### config.mk
export PLATFORM = sky130hd
export DESIGN_NAME = punch_record_parser_splitter
export DESIGN_NICKNAME = d
export VERILOG_FILES = /design/src/design/prps_pkg.sv /design/src/design/prps_ctrl.sv /design/src/design/prps_datapath.sv /design/src/design/punch_record_parser_splitter.sv
export SDC_FILE = /design/constraint.sdc
export NUM_CORES = 1
export LEC_CHECK = 0
export BUFFER_PORTS_ARGS = -buffer_cell sky130_fd_sc_hd__buf_2
export CAP_MARGIN = 20
export CORE_ASPECT_RATIO = 2
export CORE_UTILIZATION = 55
export CTS_CLUSTER_SIZE = 25
export DETAILED_ROUTE_END_ITERATION = 10
export PLACE_DENSITY = 0.74
export SLEW_MARGIN = 20
export SYNTH_ARGS = -nofsm -noshare
export SYNTH_HDL_FRONTEND = slang
export SYNTH_SLANG_ARGS = --single-unit
### constraint.sdc
create_clock -name i_clk -period 5.1 [get_ports i_clk]
set_input_delay 0.255 -clock i_clk [delete_from_list [all_inputs] [get_ports i_clk]]
set_output_delay 0.255 -clock i_clk [all_outputs]
set_load 0.005 [all_outputs]
### src/design/prps_pkg.sv
// Shared types and constants for the punch record parser and stroke splitter.
// Holds result kind codes, byte values and the controller/datapath interface structs.
// No dependencies.
package prps_pkg;

    localparam int KIND_W = 3;
    localparam int WORD_W = 32;
    localparam int PPS_W  = 5;

    // Result kind codes.
    localparam logic [KIND_W-1:0] KIND_STROKE  = 3'd0;
    localparam logic [KIND_W-1:0] KIND_ACK     = 3'd1;
    localparam logic [KIND_W-1:0] KIND_END     = 3'd2;
    localparam logic [KIND_W-1:0] KIND_INVALID = 3'd3;
    localparam logic [KIND_W-1:0] KIND_OFFLINE = 3'd4;
    localparam logic [KIND_W-1:0] KIND_FAULT   = 3'd5;
    localparam logic [KIND_W-1:0] KIND_BEGIN   = 3'd6;

    // Request opcodes.
    localparam logic OP_DATA  = 1'b0;
    localparam logic OP_BEGIN = 1'b1;

    // Byte values of interest.
    localparam logic [7:0] BYTE_CR   = 8'h0D;
    localparam logic [7:0] BYTE_LF   = 8'h0A;
    localparam logic [7:0] BYTE_PLUS = 8'h2B;

    // Pin bytes per record before the closing byte.
    localparam logic [2:0] REC_PIN_BYTES = 3'd4;

    // Reset value of the pins-per-stroke register.
    localparam logic [PPS_W-1:0] PPS_RESET = 5'd8;

    // Commands from the controller to the datapath.
    typedef struct packed {
        logic accept;     // an input request is taken this cycle
        logic scan_step;  // scan one pin bit this cycle
        logic ack_load;   // load the record ack into the output register
    } t_cmd;

    // Status from the datapath to the controller.
    typedef struct packed {
        logic out_free;   // output register can take a result this cycle
        logic start_scan; // the offered request closes a valid pin record
        logic scan_last;  // the bit being scanned is the final one
    } t_status;

endpackage

### src/design/prps_ctrl.sv
// Controller state machine for the punch record parser and stroke splitter.
// Sequences request intake, the bit scan and the record ack; depends on prps_pkg.
module prps_ctrl (
    input  logic              i_clk,
    input  logic              i_rst_n,
    input  logic              i_in_valid,
    output logic              o_in_ready,
    input  prps_pkg::t_status i_status,
    output prps_pkg::t_cmd    o_cmd
);

    localparam logic [1:0] ST_IDLE = 2'd0;
    localparam logic [1:0] ST_SCAN = 2'd1;
    localparam logic [1:0] ST_ACK  = 2'd2;

    logic [1:0] r_state;
    logic [1:0] n_state;

    // Requests are taken only when idle and the output slot can take a result.
    assign o_in_ready = (r_state == ST_IDLE) && i_status.out_free;

    // Next state and command decode.
    always_comb begin
        n_state          = r_state;
        o_cmd.accept     = 1'b0;
        o_cmd.scan_step  = 1'b0;
        o_cmd.ack_load   = 1'b0;
        unique case (r_state)
            ST_IDLE: begin
                o_cmd.accept = i_in_valid && o_in_ready;
                if (o_cmd.accept && i_status.start_scan) begin
                    n_state = ST_SCAN;
                end
            end
            ST_SCAN: begin
                o_cmd.scan_step = i_status.out_free;
                if (i_status.out_free && i_status.scan_last) begin
                    n_state = ST_ACK;
                end
            end
            ST_ACK: begin
                o_cmd.ack_load = i_status.out_free;
                if (i_status.out_free) begin
                    n_state = ST_IDLE;
                end
            end
            default: begin
                n_state = ST_IDLE;
            end
        endcase
    end

    // State register.
    always_ff @(posedge i_clk) begin
        if (!i_rst_n) begin
            r_state <= ST_IDLE;
        end else begin
            r_state <= n_state;
        end
    end

endmodule

### src/design/prps_datapath.sv
// Datapath for the punch record parser and stroke splitter: record gathering,
// the pin-word bit scanner and the output register. Depends on prps_pkg.
module prps_datapath (
    input  logic                             i_clk,
    input  logic                             i_rst_n,
    input  logic                             i_opcode,
    input  logic [7:0]                       i_data_byte,
    input  logic                             i_online_level,
    input  logic                             i_fault_level,
    input  logic                             i_cfg_valid,
    input  logic [prps_pkg::PPS_W-1:0]       i_cfg_data,
    input  prps_pkg::t_cmd                   i_cmd,
    output prps_pkg::t_status                o_status,
    input  logic                             i_out_ready,
    output logic                             o_out_valid,
    output logic [prps_pkg::KIND_W-1:0]      o_out_kind,
    output logic [prps_pkg::WORD_W-1:0]      o_out_word,
    output logic                             o_out_last
);

    localparam int WORD_W = prps_pkg::WORD_W;
    localparam int PPS_W  = prps_pkg::PPS_W;

    // Control state.
    logic                       r_punch_active;
    logic                       r_record_started;
    logic [2:0]                 r_byte_count;
    logic                       r_out_valid;
    logic [PPS_W-1:0]           r_pps;

    // Payload state.
    logic [7:0]                 r_record_bytes [4];
    logic [WORD_W-1:0]          r_word;
    logic [WORD_W-1:0]          r_sel;
    logic [WORD_W-1:0]          r_acc;
    logic [PPS_W-1:0]           r_count;
    logic [prps_pkg::KIND_W-1:0] r_out_kind;
    logic [WORD_W-1:0]          r_out_word;
    logic                       r_out_last;

    // Request decode results.
    logic                        d_emit;
    logic [prps_pkg::KIND_W-1:0] d_kind;
    logic                        d_scan;
    logic                        d_store;
    logic                        d_clear;
    logic                        n_punch_active;
    logic                        d_crlf;
    logic                        d_all_plus;
    logic [WORD_W-1:0]           d_record_word;

    // Scanner signals.
    logic                        s_bit;
    logic [PPS_W:0]              s_count_sum;
    logic                        s_close;
    logic [WORD_W-1:0]           s_take_mask;
    logic [WORD_W-1:0]           s_acc_next;

    logic                        out_free;

    assign out_free = !r_out_valid || i_out_ready;

    assign d_crlf = (i_data_byte == prps_pkg::BYTE_CR) || (i_data_byte == prps_pkg::BYTE_LF);
    assign d_all_plus = (i_data_byte == prps_pkg::BYTE_PLUS)
                     && (r_record_bytes[0] == prps_pkg::BYTE_PLUS)
                     && (r_record_bytes[1] == prps_pkg::BYTE_PLUS)
                     && (r_record_bytes[2] == prps_pkg::BYTE_PLUS)
                     && (r_record_bytes[3] == prps_pkg::BYTE_PLUS);
    assign d_record_word = {r_record_bytes[0], r_record_bytes[1],
                            r_record_bytes[2], r_record_bytes[3]};

    // Decode of the offered request against the record state.
    always_comb begin
        d_emit         = 1'b0;
        d_kind         = prps_pkg::KIND_ACK;
        d_scan         = 1'b0;
        d_store        = 1'b0;
        d_clear        = 1'b0;
        n_punch_active = r_punch_active;
        if (i_opcode == prps_pkg::OP_BEGIN) begin
            n_punch_active = 1'b1;
            d_clear        = 1'b1;
            d_emit         = 1'b1;
            d_kind         = prps_pkg::KIND_BEGIN;
        end else if (!r_punch_active) begin
            // Bytes outside punch mode are dropped.
        end else if (!r_record_started && d_crlf) begin
            // Line breaks between records are skipped.
        end else if (r_byte_count < prps_pkg::REC_PIN_BYTES) begin
            d_store = 1'b1;
        end else begin
            d_clear = 1'b1;
            if (d_crlf) begin
                if (!i_online_level) begin
                    d_emit         = 1'b1;
                    d_kind         = prps_pkg::KIND_OFFLINE;
                    n_punch_active = 1'b0;
                end else if (i_fault_level) begin
                    d_emit         = 1'b1;
                    d_kind         = prps_pkg::KIND_FAULT;
                    n_punch_active = 1'b0;
                end else begin
                    d_scan = 1'b1;
                end
            end else if (d_all_plus) begin
                d_emit         = 1'b1;
                d_kind         = prps_pkg::KIND_END;
                n_punch_active = 1'b0;
            end else begin
                d_emit = 1'b1;
                d_kind = prps_pkg::KIND_INVALID;
            end
        end
    end

    // One pin bit per scan step; the final step also takes the paper feed bit.
    assign s_take_mask = r_sel[WORD_W-2] ? (r_sel | {r_sel[WORD_W-2:0], 1'b0}) : r_sel;
    assign s_bit       = |(r_word & r_sel);
    assign s_acc_next  = r_acc | (r_word & s_take_mask);
    assign s_count_sum = {1'b0, r_count} + {{PPS_W{1'b0}}, s_bit};
    assign s_close     = (s_count_sum >= {1'b0, r_pps}) || r_sel[WORD_W-2];

    assign o_status.out_free   = out_free;
    assign o_status.start_scan = d_scan;
    assign o_status.scan_last  = r_sel[WORD_W-2];

    // Control registers.
    always_ff @(posedge i_clk) begin
        if (!i_rst_n) begin
            r_punch_active   <= 1'b0;
            r_record_started <= 1'b0;
            r_byte_count     <= 3'd0;
            r_out_valid      <= 1'b0;
            r_pps            <= prps_pkg::PPS_RESET;
        end else begin
            if (i_cfg_valid) begin
                r_pps <= i_cfg_data;
            end
            if (i_cmd.accept) begin
                r_punch_active <= n_punch_active;
                if (d_clear) begin
                    r_record_started <= 1'b0;
                    r_byte_count     <= 3'd0;
                end else if (d_store) begin
                    r_record_started <= 1'b1;
                    r_byte_count     <= r_byte_count + 3'd1;
                end
            end
            if ((i_cmd.accept && d_emit) || (i_cmd.scan_step && s_close) || i_cmd.ack_load) begin
                r_out_valid <= 1'b1;
            end else if (i_out_ready) begin
                r_out_valid <= 1'b0;
            end
        end
    end

    // Record bytes and scanner registers.
    always_ff @(posedge i_clk) begin
        if (i_cmd.accept && d_store) begin
            r_record_bytes[r_byte_count[1:0]] <= i_data_byte;
        end
        if (i_cmd.accept && d_scan) begin
            r_word  <= d_record_word;
            r_sel   <= {{(WORD_W-1){1'b0}}, 1'b1};
            r_acc   <= '0;
            r_count <= '0;
        end else if (i_cmd.scan_step) begin
            r_sel <= {r_sel[WORD_W-2:0], 1'b0};
            if (s_close) begin
                r_acc   <= '0;
                r_count <= '0;
            end else begin
                r_acc   <= s_acc_next;
                r_count <= s_count_sum[PPS_W-1:0];
            end
        end
    end

    // Output register payload.
    always_ff @(posedge i_clk) begin
        if (i_cmd.accept && d_emit) begin
            r_out_kind <= d_kind;
            r_out_word <= '0;
            r_out_last <= 1'b1;
        end else if (i_cmd.scan_step && s_close) begin
            r_out_kind <= prps_pkg::KIND_STROKE;
            r_out_word <= s_acc_next;
            r_out_last <= 1'b0;
        end else if (i_cmd.ack_load) begin
            r_out_kind <= prps_pkg::KIND_ACK;
            r_out_word <= '0;
            r_out_last <= 1'b1;
        end
    end

    assign o_out_valid = r_out_valid;
    assign o_out_kind  = r_out_kind;
    assign o_out_word  = r_out_word;
    assign o_out_last  = r_out_last;

endmodule

### src/design/punch_record_parser_splitter.sv
// A begin command (tuser = 1) starts punch mode and is answered with a begin ack.
// In punch mode received bytes are gathered into records of four pin bytes and a
// closing byte; a record closed by CR or LF is checked against the online and fault
// levels and then split into strokes, each closing where the set-pin count reaches
// pins_per_stroke, followed by a record ack. A pin record's closing byte is taken,
// then the bit scanner examines one pin bit per cycle over bits 0 to 30 while the
// output can take a result (an output stall holds it), and then the ack is issued.
// tlast marks the final result of each request. The pins_per_stroke register is
// written on the cfg channel.
// Top level; depends on prps_pkg, prps_ctrl and prps_datapath.
module punch_record_parser_splitter (
    input  logic                        i_clk,
    input  logic                        i_rst_n,
    // Input stream.
    input  logic                        s_axis_tvalid,
    output logic                        s_axis_tready,
    input  logic [15:0]                 s_axis_tdata,  // data_byte[7:0], online_level[8],
                                                       // fault_level[9], zero fill
    input  logic                        s_axis_tuser,  // opcode[0]
    // Result stream.
    output logic                        m_axis_tvalid,
    input  logic                        m_axis_tready,
    output logic [prps_pkg::WORD_W-1:0] m_axis_tdata,  // pin_word[31:0]
    output logic [prps_pkg::KIND_W-1:0] m_axis_tuser,  // kind[2:0]
    output logic                        m_axis_tlast,
    // Configuration write channel.
    input  logic                        i_cfg_valid,
    output logic                        o_cfg_ready,
    input  logic [prps_pkg::PPS_W-1:0]  i_cfg_data
);

    prps_pkg::t_cmd    cmd;
    prps_pkg::t_status status;

    // Register writes are always taken.
    assign o_cfg_ready = 1'b1;

    prps_ctrl u_ctrl (
        .i_clk      (i_clk),
        .i_rst_n    (i_rst_n),
        .i_in_valid (s_axis_tvalid),
        .o_in_ready (s_axis_tready),
        .i_status   (status),
        .o_cmd      (cmd)
    );

    prps_datapath u_datapath (
        .i_clk          (i_clk),
        .i_rst_n        (i_rst_n),
        .i_opcode       (s_axis_tuser),
        .i_data_byte    (s_axis_tdata[7:0]),
        .i_online_level (s_axis_tdata[8]),
        .i_fault_level  (s_axis_tdata[9]),
        .i_cfg_valid    (i_cfg_valid),
        .i_cfg_data     (i_cfg_data),
        .i_cmd          (cmd),
        .o_status       (status),
        .i_out_ready    (m_axis_tready),
        .o_out_valid    (m_axis_tvalid),
        .o_out_kind     (m_axis_tuser),
        .o_out_word     (m_axis_tdata),
        .o_out_last     (m_axis_tlast)
    );

endmodule

# [Word level (Yosys, flattened, before mapping)]
# Memory sizes are Yosys's and may differ from the RTL's.
# Cells that the tools add are included.
[op_classes] add_sub_neg=2 magnitude_cmp=2 n_eq_ne=12 mux=61 bitwise_logic=4 reduce_logical=28
[op_table] cell="32-bit two-way mux" count=4
[op_table] cell="32-bit bitwise AND" count=2
[op_table] cell="32-bit bitwise OR" count=2
[op_table] cell="8-bit by 6-bit equality test with 1-bit output, second input constant" count=5
[op_table] cell="1-bit two-way mux" count=40
[op_table] cell="3-bit two-way mux" count=12
[op_table] cell="32-bit OR reduction" count=1
[op_table] cell="8-bit by 4-bit equality test with 1-bit output, second input constant" count=2
[op_table] cell="1-bit logical AND" count=13
[op_table] cell="5-bit by 1-bit adder with 6-bit output" count=1
[op_table] cell="6-bit by 5-bit >= comparator with 1-bit output" count=1
[op_table] cell="2-bit two-way mux" count=3
[op_table] cell="2-bit case mux with 3 select lines" count=1
[op_table] cell="2-bit nonzero test" count=3
[op_table] cell="1-bit logical OR" count=5
[op_table] cell="5-bit two-way mux" count=1
[op_table] cell="2-bit by 1-bit inequality test with 1-bit output, second input constant" count=2
[op_table] cell="3-bit by 1-bit adder with 3-bit output, second input constant" count=1
[op_table] cell="3-bit < comparator, second input constant" count=1
[op_table] cell="3-bit AND reduction" count=1
[op_table] cell="3-bit nonzero test" count=1
[op_table] cell="2-bit by 1-bit equality test with 1-bit output, second input constant" count=1
[op_table] cell="2-bit equality test, second input constant" count=1
[op_table] cell="1-bit zero test" count=2
[op_table] cell="other kinds (3)" count=3
[totals] regBits=150 ramBits=32 in_bits=27 output_inout_bits=39 mem_count=1
[memory_table] name="u_datapath.r_record_bytes" words=4 word_bits=8 rd=4 rd_clocked_by_memory_dff=0 write_ports=1 line="prps_datapath.sv:32" rtl="logic [7:0] r_record_bytes [4];"

# [Longest topological paths before layout]
# An unclocked memory read counts as a cell.
[depth] depth_word=13 depth_mapped=15

# [Hierarchy]
# From an unflattened synthesis, not the netlist that was laid out.
[unflattened] cells_unflattened=700 area_unflattened_um2=7497.2
[modules_own_cells] mod="prps_datapath" n_inst=1 cells_per_inst=686 area_each_um2=7363.3 seq_area_each_um2=4274.1
[modules_own_cells] mod="prps_ctrl" n_inst=1 cells_per_inst=12 area_each_um2=122.6 seq_area_each_um2=40.0
[modules_own_cells] mod="punch_record_parser_splitter" n_inst=1 cells_per_inst=2 area_each_um2=11.3 seq_area_each_um2=0.0

# [Worst setup path before layout]
# OpenSTA, ideal clock, no wires.
[synth_path] path_kind="register to register" start="register u_datapath.r_sel[30]" end="register u_datapath.r_out_kind (netlist bit u_datapath.o_out_kind[0]) (enable)" arrival_ns=3.194 required_ns=4.798 path_slack_ns=1.604 stages_incl_launch_ff=15 path_buffers=2 cell_sequence="dfxtp_1 > clkbuf_1 > clkbuf_1 > a22oi_1 > nand4_1 > or4_1 > ha_1 > ha_1 > xor2_1 > ha_1 > o21a_1 > o21ai_0 > o21a_2 > a221oi_2 > or2_1"
[synth_via] elab_chain_cells=7
[synth_lines] item="from (decl)" line="prps_datapath.sv:34" rtl="logic [WORD_W-1:0] r_sel;"
[synth_lines] item="from (signal assigned)" line="prps_datapath.sv:164" rtl="r_sel <= {{(WORD_W-1){1'b0}}, 1'b1};"
[synth_lines] item="from (signal assigned)" line="prps_datapath.sv:168" rtl="r_sel <= {r_sel[WORD_W-2:0], 1'b0};"
[synth_lines] item="32-bit bitwise AND" line="prps_datapath.sv:118" rtl="assign s_bit = |(r_word & r_sel);"
[synth_lines] item="32-bit OR reduction" line="prps_datapath.sv:118"
[synth_lines] item="5-bit by 1-bit adder with 6-bit output" line="prps_datapath.sv:120" rtl="assign s_count_sum = {1'b0, r_count} + {{PPS_W{1'b0}}, s_bit};"
[synth_lines] item="6-bit by 5-bit >= comparator with 1-bit output" line="prps_datapath.sv:121" rtl="assign s_close = (s_count_sum >= {1'b0, r_pps}) || r_sel[WORD_W-2];"
[synth_lines] item="1-bit logical OR (*)" line="prps_datapath.sv:121"
[synth_lines] item="1-bit logical AND (*)" line="prps_datapath.sv:185" rtl="end else if (i_cmd.scan_step && s_close) begin"
[synth_lines] item="3-bit nonzero test (no source line) (*)"
[synth_lines] item="to (signal assigned)" line="prps_datapath.sv:182" rtl="r_out_kind <= d_kind;"
[synth_lines] item="to (signal assigned)" line="prps_datapath.sv:186" rtl="r_out_kind <= prps_pkg::KIND_STROKE;"
[synth_lines] item="to (signal assigned)" line="prps_datapath.sv:190" rtl="r_out_kind <= prps_pkg::KIND_ACK;"
[synth_lines] item="to (decl)" line="prps_datapath.sv:37" rtl="logic [prps_pkg::KIND_W-1:0] r_out_kind;"
# Every way passes the cells marked *; elsewhere a longest branch is shown, timed or not.
# A chain may end at the register's enable or synchronous reset.

# [Worst setup path after layout]
[layout_path] start="register u_datapath.r_word[17] (read register of u_datapath.r_record_bytes)" end="register u_datapath.r_out_word[13], in the netlist u_datapath.o_out_word[13]"
[layout_via] elab_chain_cells=7 word_cells_on_any_way=8 cone_classes="1 x add/sub; 1 x order compare; 1 x mux; 1 x bitwise; 4 x reduce/logical"
[layout_lines] item="from (decl)" line="prps_datapath.sv:33" rtl="logic [WORD_W-1:0] r_word;"
[layout_lines] item="32-bit bitwise AND (*)" line="prps_datapath.sv:118"
[layout_lines] item="32-bit OR reduction (*)" line="prps_datapath.sv:118"
[layout_lines] item="5-bit by 1-bit adder with 6-bit output (*)" line="prps_datapath.sv:120"
[layout_lines] item="6-bit by 5-bit >= comparator with 1-bit output (*)" line="prps_datapath.sv:121"
[layout_lines] item="1-bit logical OR (*)" line="prps_datapath.sv:121"
[layout_lines] item="1-bit logical AND (*)" line="prps_datapath.sv:185"
[layout_lines] item="32-bit two-way mux or 2-bit nonzero test (tied branches)"
[layout_lines] item="to (signal assigned)" line="prps_datapath.sv:187" rtl="r_out_word <= s_acc_next;"
[layout_lines] item="to (decl)" line="prps_datapath.sv:38" rtl="logic [WORD_W-1:0] r_out_word;"
# Marks and branches as above.

==> impl_metrics.prom <==
# TYPE chip_impl_metric gauge
chip_impl_info{name="status",value="complete, but fails checks"} 1
chip_impl_info{name="failed_checks",value="design-rule violations"} 1
chip_impl_metric{name="post_drt_via_cell_ratio",unit=""} 5.88
chip_impl_metric{name="areaGrowthSynthToFinish",unit="%"} 12.3
chip_impl_metric{name="initial_core_utilization",unit="%"} 56.2
chip_impl_metric{name="layout.core_utilization",unit="%"} 63.1
chip_impl_info{name="critical_path.startpoint_type",value="register"} 1
chip_impl_metric{name="power_switching_share",unit="%"} 20.2
chip_impl_metric{name="clock_latency_on_the_worst_skew_pair",unit="ps"} 420
chip_impl_metric{name="switchingPower",unit="µW"} 571
chip_impl_metric{name="dr_total_vias",unit=""} 5401
chip_impl_info{name="synth_flop_cell",value="sky130_fd_sc_hd__dfxtp_1"} 1
chip_impl_metric{name="filler_cells",unit=""} 1053
chip_impl_info{name="worst_hold_path_type",value="input pin to register"} 1
chip_impl_metric{name="synth-warning-count",unit=""} 0
chip_impl_metric{name="drc",unit=""} 8
chip_impl_metric{name="row_count",unit=""} 60
chip_impl_metric{name="maxCapViolCount",unit=""} 0
chip_impl_metric{name="port-buffer-count",unit=""} 58
chip_impl_metric{name="fin_area",unit="mm²"} 0.00848
chip_impl_metric{name="cts.reportedPaths.clkPinSlew",unit="ps"} 70
chip_impl_metric{name="maxSlewViolCount",unit=""} 0
chip_impl_metric{name="grt_pass1_wl",unit="µm"} 25200
chip_impl_metric{name="finalCriticalPeriod",unit="ps"} 4040
chip_impl_metric{name="synth_area_per_cell",unit="µm²"} 10.7
chip_impl_info{name="clock_tree_from_tritoncts",value="yes"} 1
chip_impl_metric{name="clock_sink_count",unit=""} 182
chip_impl_metric{name="crit_required",unit="ps"} 5370
chip_impl_metric{name="drive_above_1_share",unit="%"} 19.0
chip_impl_metric{name="clock_power_share",unit="%"} 44.5
chip_impl_info{name="critPathMostFrequentCell",value="sky130_fd_sc_hd__ha_1"} 1
chip_impl_metric{name="cts_max_level",unit=""} 4
chip_impl_metric{name="number_of_antenna_violations_at_the_first_check_in_global_routing",unit=""} 0
chip_impl_metric{name="grt_usage",unit="%"} 23.1
chip_impl_metric{name="power_leakage",unit="µW"} 0.00301
chip_impl_metric{name="pwr-share-comb",unit="%"} 2.0
chip_impl_metric{name="grt_overflow_total",unit=""} 0
chip_impl_metric{name="ir_drop",unit="V"} 0.000237
chip_impl_metric{name="slew_headroom",unit="%"} 33.4
chip_impl_metric{name="pwr-share-seq",unit="%"} 53.5
chip_impl_metric{name="post-cts-setup-buffers",unit=""} 0
chip_impl_metric{name="critPathArrivalTime",unit="ps"} 4310
chip_impl_metric{name="cts-root-to-sink-buffers",unit=""} 2
chip_impl_info{name="crit_path_cell_trace",value="a22oi_1, nand4_1, or4_1, ha_1, ha_1, xor2_1, ha_1, o21a_1, o21ai_0, o21a_2, a221oi_4, buf_4, o32ai_2"} 1
chip_impl_metric{name="drt_iter0_markers",unit=""} 475
chip_impl_info{name="critical-path-slowest-cell",value="sky130_fd_sc_hd__or4_1"} 1
chip_impl_metric{name="report.power.total",unit="µW"} 2820
chip_impl_metric{name="insertedDiodeCount",unit=""} 0
chip_impl_metric{name="max_freq",unit="MHz"} 248
chip_impl_metric{name="detail_route.wirelength",unit="µm"} 15700
chip_impl_metric{name="floorplan.die_area",unit="mm²"} 0.0142
chip_impl_metric{name="cts-buffers-inserted",unit=""} 17
chip_impl_metric{name="ctsHoldBuffers",unit=""} 0
chip_impl_metric{name="max_slew.worst_pin.slew",unit="ps"} 1000
chip_impl_metric{name="cp_max_fo",unit=""} 32
chip_impl_metric{name="final_gp_congestion",unit=""} 0.932
chip_impl_metric{name="number_of_cells_on_the_worst_hold_path",unit=""} 3
chip_impl_metric{name="postSynthCellCount",unit=""} 706
chip_impl_metric{name="sequential_area_share_after_synthesis",unit="%"} 57.1
chip_impl_metric{name="antenna_violating_nets_post_route",unit=""} 0
chip_impl_metric{name="dieHeight",unit="µm"} 168
chip_impl_metric{name="synth.distinct_cells",unit=""} 62
chip_impl_metric{name="ys_async_sr_fraction",unit="%"} 0
chip_impl_metric{name="post_cts_resized",unit=""} 0
chip_impl_metric{name="placeable_core_region",unit="mm²"} 0.0134
chip_impl_metric{name="synthesis.nets",unit=""} 744
chip_impl_metric{name="dieWidth",unit="µm"} 84.9
chip_impl_metric{name="layout.area.seq",unit="mm²"} 0.00431
chip_impl_metric{name="dp_hpwl",unit="µm"} 11500
chip_impl_metric{name="final.period_utilization",unit="%"} 79.2
chip_impl_metric{name="synth_edf_count",unit=""} 67
chip_impl_metric{name="syn-cell-area",unit="mm²"} 0.00755
chip_impl_metric{name="yosys_register_bits",unit=""} 182
chip_impl_metric{name="hold_viol_final",unit=""} 0
chip_impl_metric{name="finClkSkew",unit="ps"} 8.66
chip_impl_metric{name="ios",unit=""} 66
chip_impl_metric{name="place_area",unit="mm²"} 0.00791
chip_impl_metric{name="fin_hold_ws",unit="ps"} 66.1
chip_impl_metric{name="grt_start_max_net_pins",unit=""} 71
chip_impl_metric{name="internal_power",unit="µW"} 2250
chip_impl_metric{name="firstDrtPassIters",unit=""} 9
chip_impl_info{name="critical_path.endpoint_type",value="register"} 1
chip_impl_metric{name="powerDensity",unit="mW/mm²"} 333
chip_impl_info{name="rsz0062_at_grt",value="no"} 1
chip_impl_metric{name="wl_per_cell",unit="µm"} 17.1
chip_impl_info{name="cts_root_buf",value="sky130_fd_sc_hd__clkbuf_16"} 1
chip_impl_metric{name="multiInputGateArea",unit="mm²"} 0.00290
chip_impl_metric{name="finish.net_count",unit=""} 790
chip_impl_metric{name="slowest_delay",unit="ps"} 600
chip_impl_metric{name="setup_viol_count_final",unit=""} 0
chip_impl_info{name="setup.worst_path.class",value="register to register"} 1
chip_impl_metric{name="r2r.worst_path.cells",unit=""} 13
chip_impl_metric{name="tns",unit="ps"} 0
chip_impl_metric{name="via_count_of_the_first_global_routing_pass",unit=""} 5258
## metrics by stage
| step | worst slack, ps | cells |
|---|---|---|
| 5_1_grt | 897 | 919 |
| 3_5_place_dp | 1070 | 888 |
| 4_1_cts | 1050 | 919 |
| 3_3_place_gp | 1180 | 888 |
| 2_1_floorplan | 1600 | 706 |
| 6_report | 1060 | 919 |
## cells by family (layout without fill, tap and decap cells)
family | count (synthesis) | after routing | share of synthesized area [%]
AOI/OAI and AO/OA | 186 | 186 | 18.6
xor gates and xnor gates | 3 | 3 | 0.348
adders and majority gates | 11 | 11 | 1.82
buffers and inverters | 80 | 138 | 4.95
DFF | 182 | 182 | 57.1
muxes | 4 | 4 | 0.530
other | 1 | 1 | 0.0497
and+or+nand+nor | 239 | 239 | 16.5
## Yosys cell counts, drive strengths merged (2+ instances only)
master	number	area share, %
o21a	6	0.63
or4	2	0.25
nor4b	4	0.86
clkbuf	14	0.76
inv	40	2.0
a22oi	16	1.6
or2	2	0.17
nand4	8	0.66
o21ai	11	0.93
a21oi	104	7.0
nor4	4	0.73
o32ai	35	6.9
nand2	79	3.9
edfxtp	67	27
dfxtp	115	30
nor2b	32	2.7
o211ai	3	0.30
xnor2	2	0.23
buf	25	2.2
and2	7	0.58
nand2b	5	0.41
nor2	46	2.3
a31oi	3	0.25
mux2i	4	0.53
ha	11	1.8
nor4bb	2	0.27
nand3	4	0.33
nor3	36	2.4
nor3b	2	0.20
## per-layer routing
metal	wire length (µm)	vias to the layer above	GRT usage, %
li1	-	2615	-
met1	5500	2553	22.5
met2	8850	178	44.1
met3	528	55	3.99
met4	814	0	13.5
met5	0	-	0
## critical path: cells and delay by family, from the launching register on
kind                     cells  cell delay [ps]
buffers and inverters        1              480
AO/OA/AOI/OAI                6             1250
adder cells (fa/ha/maj)      3              820
flip-flops                   1              380
AND/OR/NAND/NOR              2              750
XOR/XNOR                     1              170
## worst paths after layout
| kind | end | start | slack (ps) |
|---|---|---|---|
| hold reg to reg | u_datapath.r_word[20] | u_datapath.r_record_bytes[1][4] | 440 |
| hold / removal | u_datapath.r_pps[1] | i_cfg_data[1] | 70 |
| setup reg to reg | u_datapath.o_out_word[13] | u_datapath.r_word[17] | 1060 |
| setup / recovery | u_datapath.o_out_word[13] | u_datapath.r_word[17] | 1060 |
## registers in the layout, summed over array words and instances, names as in the netlist
signal / flops
u_datapath.r_punch_active: 1
u_datapath.r_record_started: 1
u_datapath.o_out_last: 1
u_datapath.r_word: 32
u_datapath.o_out_kind: 3
u_datapath.o_out_word: 32
u_datapath.r_sel: 32
u_datapath.r_acc: 32
u_ctrl.r_state: 2
u_datapath.r_record_bytes: 32
u_datapath.r_byte_count: 3
u_datapath.r_pps: 5
u_datapath.r_count: 5
u_datapath.o_out_valid: 1
## power by group through the flow
stage                     combinational, µW  clock [µW]  sequential (µW)
after floorplan                        35.2           0             1540
after global placement                 55.5           0             1540
after detailed placement               57.7           0             1540
after CTS                              57.9        1280             1510
after global routing                   63.0        1330             1510
final                                  57.4        1260             1510
## cells in the final DEF (no fill, tap or decap), types with 3 or more instances in the layout
| cell | instances |
|---|---|
| sky130_fd_sc_hd__inv_4 | 3 |
| sky130_fd_sc_hd__a22oi_1 | 16 |
| sky130_fd_sc_hd__nor2_1 | 45 |
| sky130_fd_sc_hd__nand2b_1 | 5 |
| sky130_fd_sc_hd__nor3_1 | 36 |
| sky130_fd_sc_hd__o21a_2 | 3 |
| sky130_fd_sc_hd__nor2b_1 | 32 |
| sky130_fd_sc_hd__edfxtp_1 | 67 |
| sky130_fd_sc_hd__clkbuf_16 | 18 |
| sky130_fd_sc_hd__ha_1 | 11 |
| sky130_fd_sc_hd__inv_1 | 40 |
| sky130_fd_sc_hd__nand4_1 | 8 |
| sky130_fd_sc_hd__o21a_1 | 3 |
| sky130_fd_sc_hd__a31oi_1 | 3 |
| sky130_fd_sc_hd__nand2_1 | 79 |
| sky130_fd_sc_hd__o32ai_2 | 29 |
| sky130_fd_sc_hd__buf_4 | 8 |
| sky130_fd_sc_hd__a21oi_1 | 102 |
| sky130_fd_sc_hd__and2_1 | 7 |
| sky130_fd_sc_hd__mux2i_1 | 4 |
| sky130_fd_sc_hd__o21ai_0 | 8 |
| sky130_fd_sc_hd__dfxtp_1 | 115 |
| sky130_fd_sc_hd__nand3_1 | 3 |
| sky130_fd_sc_hd__o32ai_1 | 6 |
| sky130_fd_sc_hd__o211ai_1 | 3 |
| sky130_fd_sc_hd__buf_2 | 58 |
## layout make-up
type                            instances  area share (%)
Inverter                               41            1.81
Clock inverter                         10            1.09
Multi-Input combinational cell        444            34.1
Tap cell                              155            2.29
Timing Repair Buffer                   66            4.13
Sequential cell                       182            50.9
Clock buffer                           21            5.68
Note: power is estimated with default switching activity, not from simulation.
